### src/sdbs_pkg.sv
// Package for the score descending box sorter.
// Holds box field widths, the packed box type and the sequencer state type.
// No dependencies.
package sdbs_pkg;

    localparam int COORD_W = 12;
    localparam int SCORE_W = 24;
    localparam int BOX_W   = 2 * COORD_W + SCORE_W;

    typedef struct packed {
        logic [COORD_W-1:0]        x;
        logic [COORD_W-1:0]        y;
        logic signed [SCORE_W-1:0] score;
    } box_t;

    typedef enum logic [2:0] {
        ST_LOAD,
        ST_P_RD,
        ST_P_LD,
        ST_Q_RUN,
        ST_P_WB,
        ST_OUT_RD,
        ST_OUT_LD
    } sort_state_t;

endpackage

### src/sdbs_ram.sv
// Generic simple dual port RAM: one write port, one read port, registered read.
// Read data holds while rd_en is low. No dependencies.
module sdbs_ram #(
    parameter int WIDTH = 48,
    parameter int DEPTH = 64
) (
    input  logic                     clk,
    input  logic                     wr_en,
    input  logic [$clog2(DEPTH)-1:0] wr_addr,
    input  logic [WIDTH-1:0]         wr_data,
    input  logic                     rd_en,
    input  logic [$clog2(DEPTH)-1:0] rd_addr,
    output logic [WIDTH-1:0]         rd_data
);

    logic [WIDTH-1:0] mem_reg [DEPTH];
    logic [WIDTH-1:0] rd_data_reg;

    always_ff @(posedge clk)
    begin
        if (wr_en)
        begin
            mem_reg[wr_addr] <= wr_data;
        end
        if (rd_en)
        begin
            rd_data_reg <= mem_reg[rd_addr];
        end
    end

    assign rd_data = rd_data_reg;

endmodule

### src/score_descending_box_sorter_unit.sv
// Loading writes each accepted box to the store until it is full. After the last_box beat
// the sort runs over the n stored boxes, one compare per cycle on the shared comparator and
// store port, then each sorted box leaves via a read and a load step; out_stall holds the load.
// Input is stalled from the last_box beat until the final result is in the output register.
// Reset clears the sequencer, box count and output valid; the box store is not cleared.
// Depends on sdbs_pkg and sdbs_ram.
module score_descending_box_sorter_unit #(
    parameter int MAX_BOXES = 64
) (
    input  logic                                clk,
    input  logic                                rst_n,
    input  logic                                in_valid,
    output logic                                in_stall,
    input  logic [sdbs_pkg::COORD_W-1:0]        box_x,
    input  logic [sdbs_pkg::COORD_W-1:0]        box_y,
    input  logic signed [sdbs_pkg::SCORE_W-1:0] box_score,
    input  logic                                last_box,
    output logic                                out_valid,
    input  logic                                out_stall,
    output logic [sdbs_pkg::COORD_W-1:0]        sorted_x,
    output logic [sdbs_pkg::COORD_W-1:0]        sorted_y,
    output logic signed [sdbs_pkg::SCORE_W-1:0] sorted_score,
    output logic                                sorted_last
);

    import sdbs_pkg::*;

    localparam int AW = $clog2(MAX_BOXES);
    localparam int CW = $clog2(MAX_BOXES + 1);

    sort_state_t     state_reg, state_next;
    logic [CW-1:0]   count_reg, count_next;
    logic [AW-1:0]   p_reg, p_next;
    logic [AW-1:0]   q_reg, q_next;
    logic [AW-1:0]   k_reg, k_next;
    logic            out_valid_reg, out_valid_next;
    box_t            cur_reg, cur_next;
    box_t            out_box_reg, out_box_next;
    logic            out_last_reg, out_last_next;

    logic            wr_en;
    logic [AW-1:0]   wr_addr;
    box_t            wr_box;
    logic            rd_en;
    logic [AW-1:0]   rd_addr;
    logic [BOX_W-1:0] rd_data;
    box_t            rd_box;

    logic            in_beat;
    logic            out_beat;
    logic            full;
    logic            last_q;
    logic            last_p;
    logic            last_k;
    logic            swap;
    logic            slot_free;

    sdbs_ram #(
        .WIDTH (BOX_W),
        .DEPTH (MAX_BOXES)
    ) u_store (
        .clk     (clk),
        .wr_en   (wr_en),
        .wr_addr (wr_addr),
        .wr_data (wr_box),
        .rd_en   (rd_en),
        .rd_addr (rd_addr),
        .rd_data (rd_data)
    );

    assign rd_box    = box_t'(rd_data);
    assign in_stall  = (state_reg != ST_LOAD);
    assign in_beat   = in_valid && !in_stall;
    assign out_beat  = out_valid_reg && !out_stall;
    assign slot_free = !out_valid_reg || !out_stall;
    assign full      = (count_reg == CW'(MAX_BOXES));
    assign last_q    = ((CW'(q_reg) + CW'(1)) == count_reg);
    assign last_p    = ((CW'(p_reg) + CW'(1)) == count_reg);
    assign last_k    = ((CW'(k_reg) + CW'(1)) == count_reg);
    assign swap      = (q_reg != p_reg) && ($signed(cur_reg.score) > $signed(rd_box.score));

    always_ff @(posedge clk or negedge rst_n)
    begin
        if (!rst_n)
        begin
            state_reg     <= ST_LOAD;
            count_reg     <= '0;
            p_reg         <= '0;
            q_reg         <= '0;
            k_reg         <= '0;
            out_valid_reg <= 1'b0;
        end
        else
        begin
            state_reg     <= state_next;
            count_reg     <= count_next;
            p_reg         <= p_next;
            q_reg         <= q_next;
            k_reg         <= k_next;
            out_valid_reg <= out_valid_next;
        end
    end

    always_ff @(posedge clk)
    begin
        cur_reg      <= cur_next;
        out_box_reg  <= out_box_next;
        out_last_reg <= out_last_next;
    end

    always_comb
    begin
        state_next     = state_reg;
        count_next     = count_reg;
        p_next         = p_reg;
        q_next         = q_reg;
        k_next         = k_reg;
        cur_next       = cur_reg;
        out_box_next   = out_box_reg;
        out_last_next  = out_last_reg;
        out_valid_next = out_valid_reg && !out_beat;
        wr_en          = 1'b0;
        wr_addr        = count_reg[AW-1:0];
        wr_box         = '{x: box_x, y: box_y, score: box_score};
        rd_en          = 1'b0;
        rd_addr        = p_reg;

        unique case (state_reg)
            ST_LOAD:
            begin
                if (in_beat)
                begin
                    if (!full)
                    begin
                        wr_en      = 1'b1;
                        count_next = count_reg + CW'(1);
                    end
                    if (last_box)
                    begin
                        p_next     = '0;
                        state_next = ST_P_RD;
                    end
                end
            end
            ST_P_RD:
            begin
                rd_en      = 1'b1;
                rd_addr    = p_reg;
                state_next = ST_P_LD;
            end
            ST_P_LD:
            begin
                cur_next   = rd_box;
                rd_en      = 1'b1;
                rd_addr    = '0;
                q_next     = '0;
                state_next = ST_Q_RUN;
            end
            ST_Q_RUN:
            begin
                if (swap)
                begin
                    wr_en    = 1'b1;
                    wr_addr  = q_reg;
                    wr_box   = cur_reg;
                    cur_next = rd_box;
                end
                rd_addr = q_reg + AW'(1);
                if (last_q)
                begin
                    state_next = ST_P_WB;
                end
                else
                begin
                    rd_en  = 1'b1;
                    q_next = q_reg + AW'(1);
                end
            end
            ST_P_WB:
            begin
                wr_en   = 1'b1;
                wr_addr = p_reg;
                wr_box  = cur_reg;
                rd_addr = p_reg + AW'(1);
                if (last_p)
                begin
                    k_next     = '0;
                    state_next = ST_OUT_RD;
                end
                else
                begin
                    rd_en      = 1'b1;
                    p_next     = p_reg + AW'(1);
                    state_next = ST_P_LD;
                end
            end
            ST_OUT_RD:
            begin
                rd_en      = 1'b1;
                rd_addr    = k_reg;
                state_next = ST_OUT_LD;
            end
            ST_OUT_LD:
            begin
                if (slot_free)
                begin
                    out_box_next   = rd_box;
                    out_last_next  = last_k;
                    out_valid_next = 1'b1;
                    if (last_k)
                    begin
                        count_next = '0;
                        state_next = ST_LOAD;
                    end
                    else
                    begin
                        k_next     = k_reg + AW'(1);
                        state_next = ST_OUT_RD;
                    end
                end
            end
            default:
            begin
                state_next = ST_LOAD;
            end
        endcase
    end

    assign out_valid    = out_valid_reg;
    assign sorted_x     = out_box_reg.x;
    assign sorted_y     = out_box_reg.y;
    assign sorted_score = out_box_reg.score;
    assign sorted_last  = out_last_reg;

endmodule
### config.mk
export PLATFORM = sky130hd
export DESIGN_NAME = score_descending_box_sorter_unit
export DESIGN_NICKNAME = d
export VERILOG_FILES = /design/src/sdbs_pkg.sv /design/src/sdbs_ram.sv /design/src/score_descending_box_sorter_unit.sv
export SDC_FILE = /design/constraint.sdc
export NUM_CORES = 2
export LEC_CHECK = 0
export ABC_AREA = 1
export BUFFER_PORTS_ARGS = -buffer_cell sky130_fd_sc_hd__buf_2
export CAP_MARGIN = 20
export CELL_PAD_IN_SITES_DETAIL_PLACEMENT = 1
export CELL_PAD_IN_SITES_GLOBAL_PLACEMENT = 1
export CORE_MARGIN = 2
export CORE_UTILIZATION = 28
export CTS_BUF_LIST = sky130_fd_sc_hd__clkbuf_4 sky130_fd_sc_hd__clkbuf_8 sky130_fd_sc_hd__clkbuf_16
export CTS_CLUSTER_SIZE = 16
export DETAILED_ROUTE_END_ITERATION = 10
export MAX_ROUTING_LAYER = met4
export PLACE_DENSITY = 0.45
export SYNTH_ARGS = -nofsm -noshare
export SYNTH_HDL_FRONTEND = slang
export SYNTH_SLANG_ARGS = --single-unit
### constraint.sdc
create_clock -name clk -period 12.4 [get_ports clk]
set_input_delay 2.48 -clock clk [delete_from_list [all_inputs] [get_ports clk]]
set_output_delay 2.48 -clock clk [all_outputs]
set_load 0.02 [all_outputs]
==> results.cfg <==
[global_routing]
grt_max_degree = 197
overflow = 0
first_global_vias = 92653
grt_use_met1 = 0.298
grt_pass1_wl_um = 733000
grt_usage = 0.215
use_met3 = 0.0262
met2_usage = 0.341
antenna_found_initial = 46
grt.busiest_layer = met2

[timing]
hold_viol_final = 0
min_period_over_period = 0.510
max_freq_ghz = 0.158
tightest_slew_ns = 1.21
layout_min_cycle_time_ns = 6.33
rsz0062_at_grt = false
maxSlewViolCount = 0
fin_setup_tns_ns = 0
skew_ns = 0.0756
slew_headroom = 0.196
setup_viol = 0

[critical_path]
cp-start-kind = flip-flop
r2r_start = state_reg[1]
r2r_slack_ns = 6.07
worst_r2r_endpoint = u_store.rd_data[11]
reg2reg_depth = 16
arrival_ns = 7.08
cp-endpoint = u_store.rd_data[11]
cp_max_fo = 196
cp.required_ns = 13.15
crit_type = flip-flop to flip-flop
crit_start = state_reg[1]
cp-end-kind = flip-flop

[cts]
cts_resized = 0
cts_tree = done
cts.sinks = 3246
cts_buffer_depth = 4
cts-htree-levels = 5
cts_hold_buf = 0
post_cts_buffers = 0
cts.clk_slew.worst_paths_ns = 0.06
root_buffer = clkbuf_16
cts_made_buffers = 374
worstSkewPairLatency_ns = 1.03

[placed_design]
dp_hpwl_um = 296000
gp_congestion = 0.801
portBuffers = 103

[floorplanning]
die_w_um = 699
die-area_um2 = 488000
die_h_um = 699
fp-row-count = 255
io_pins = 104
start_util = 0.281
design.core.area_um2 = 481000

[final_layout]
final_nets = 11733
fillers = 51842
drive_gt1_frac = 0.0884
largest_reg_flops = 3072
area_growth_pct = 15.5

[power_and_ir_drop]
leakage_nw = 54.6
power_mw = 23.2
p_per_area_nw_per_um2 = 149
peakVddDrop_uv = 98.8
switching_power_mw = 4.79
clockPowerShare = 0.481
swShare = 0.207
seqPwrFrac = 0.515
p_int_mw = 18.4
p_comb_frac = 0.005

[synth]
synth_ff_type = edfxtp_1
synth-seq-area-share = 0.720
synth_enable_flop_cells = 3217
syn_inst = 11604
yosysWarnings = 0
synth.distinct_cells = 39
synth.cell_area_um2 = 135000
ys_ff_latch = 3246
synthArstFlopShare = 0.00893
avgSynthCellArea_um2 = 11.6
syn_nets = 11686

[hold_path]
min_from = u_store.rd_data[2]
hold_depth = 0
hold_path.class = flip-flop to flip-flop

[run]
cap_violations = 0

[route]
wire_per_inst_um = 28.3
dr.pass1.iters = 6
drt_wl_total_um = 520000
drtIter0Drc = 8553
drc_errors = 0
ant_nets = 0
num_vias = 90871
vias_per_cell = 4.94

[status]
outcome = complete, no violations
==> synth_stat cells, types with 2 or more instances <==
cell,count,area (µm²)
xor2_1,22,193
o21ai_1,20,100
clkbuf_1,367,1380
inv_2,3,11.3
buf_2,266,1330
inv_1,1381,5180
xnor2_1,2,17.5
buf_1,77,289
nor3b_1,2,15.0
buf_4,2,15.0
clkinv_1,5,18.8
nand3b_1,98,736
ha_1,29,363
o21ai_0,829,4150
nor3_1,9,45.0
clkbuf_2,2,10.0
dfrtp_1,29,726
nor2_1,114,428
nand3_1,1570,7860
nand4_1,20,125
o22ai_1,4,25.0
o211ai_1,431,3240
or2_2,4,25.0
nand2_1,2641,9910
a21oi_1,447,2240
edfxtp_1,3217,96600
==> stage by stage <==
stage                      util  instances  worst slack, ns  instance area, µm²  hold slack (ns)
after floorplan               -      11604             6.35              135000            0.421
after global placement    0.298      17687             6.04              144000            0.465
after detailed placement  0.299      17700             6.13              144000            0.467
after CTS                 0.324      18378             6.10              156000            0.480
after global routing      0.324      18380             5.73              156000            0.492
final                     0.324      18393             6.07              156000            0.479
==> routing by layer <==
metal	vias up	routed length, µm
met4	0	9710
li1	40590	-
met3	518	26600
met2	2236	243000
met1	47527	241000
met5	-	0
==> layout by cell type, fill, tap and decap left out, types with 31 or more instances in the layout <==
| cell | Yosys | final |
|---|---|---|
| a21oi_1 | 447 | 446 |
| buf_2 | 266 | 103 |
| buf_4 | 2 | 247 |
| bufinv_16 | 0 | 31 |
| clkbuf_16 | 0 | 378 |
| clkbuf_4 | 0 | 89 |
| clkinv_1 | 5 | 99 |
| clkinv_2 | 0 | 54 |
| edfxtp_1 | 3217 | 3217 |
| inv_1 | 1381 | 1379 |
| nand2_1 | 2641 | 2639 |
| nand3_1 | 1570 | 1567 |
| nand3b_1 | 98 | 98 |
| nor2_1 | 114 | 50 |
| nor2_4 | 1 | 65 |
| o211ai_1 | 431 | 431 |
| o21ai_0 | 829 | 828 |
==> cells by family after synthesis <==
| kind of cell | Yosys count | synth area share |
|---|---|---|
| AO/OA/AOI/OAI | 1738 | 0.0725 |
| adder cells (fa/ha/maj) | 29 | 0.00268 |
| XOR/XNOR | 24 | 0.00156 |
| AND/OR/NAND/NOR | 4464 | 0.142 |
| flip-flops | 3246 | 0.720 |
| buffers and inverters | 2103 | 0.0609 |
==> worst min-delay path by stage <==
stage,to,slack [ns]
2_1_floorplan,cur_reg[24],0.42
3_3_place_gp,sorted_score[12],0.46
3_5_place_dp,cur_reg[2],0.47
4_1_cts,cur_reg[2],0.48
5_1_grt,sorted_score[19],0.49
6_report,cur_reg[2],0.48
==> power by group through the flow <==
| stage | sequential, mW | clock (mW) | combinational, mW |
|---|---|---|---|
| finish | 11.9 | 11.1 | 0.112 |
| global route | 11.9 | 11.8 | 0.119 |
| CTS | 11.9 | 11.4 | 0.114 |
| detailed placement | 12.2 | 0 | 0.113 |
| global placement | 12.2 | 0 | 0.111 |
| floorplan | 12.2 | 0 | 0.0330 |
==> critical path, stage by stage (launching register included) <==
cell,delay [ns]
dfrtp_1,0.47
nor2_1,0.18
nand2_1,0.40
nor2_1,0.41
nor3_4,0.12
nand2_8,0.15
buf_12,0.59
buf_12,0.50
buf_4,0.78
nand2_1,0.11
o21ai_0,0.11
nand2_1,0.07
nand3_1,0.21
nand3_1,0.21
nand3_1,0.16
nand3_1,0.56
nand2_1,0.54
==> cell type report <==
| class | count | area, µm² | area share |
|---|---|---|---|
| diodes | 15 | 37.5 | 0.000240 |
| clock buffers | 470 | 10200 | 0.0651 |
| clock inverters | 208 | 1930 | 0.0124 |
| inverters | 1389 | 5260 | 0.0337 |
| multi-input cells | 6255 | 30200 | 0.193 |
| flip-flops and latches | 3246 | 97300 | 0.624 |
| well taps | 6425 | 8040 | 0.0515 |
| repair buffers | 385 | 3150 | 0.0202 |
Power figures use the tool's default switching activity.
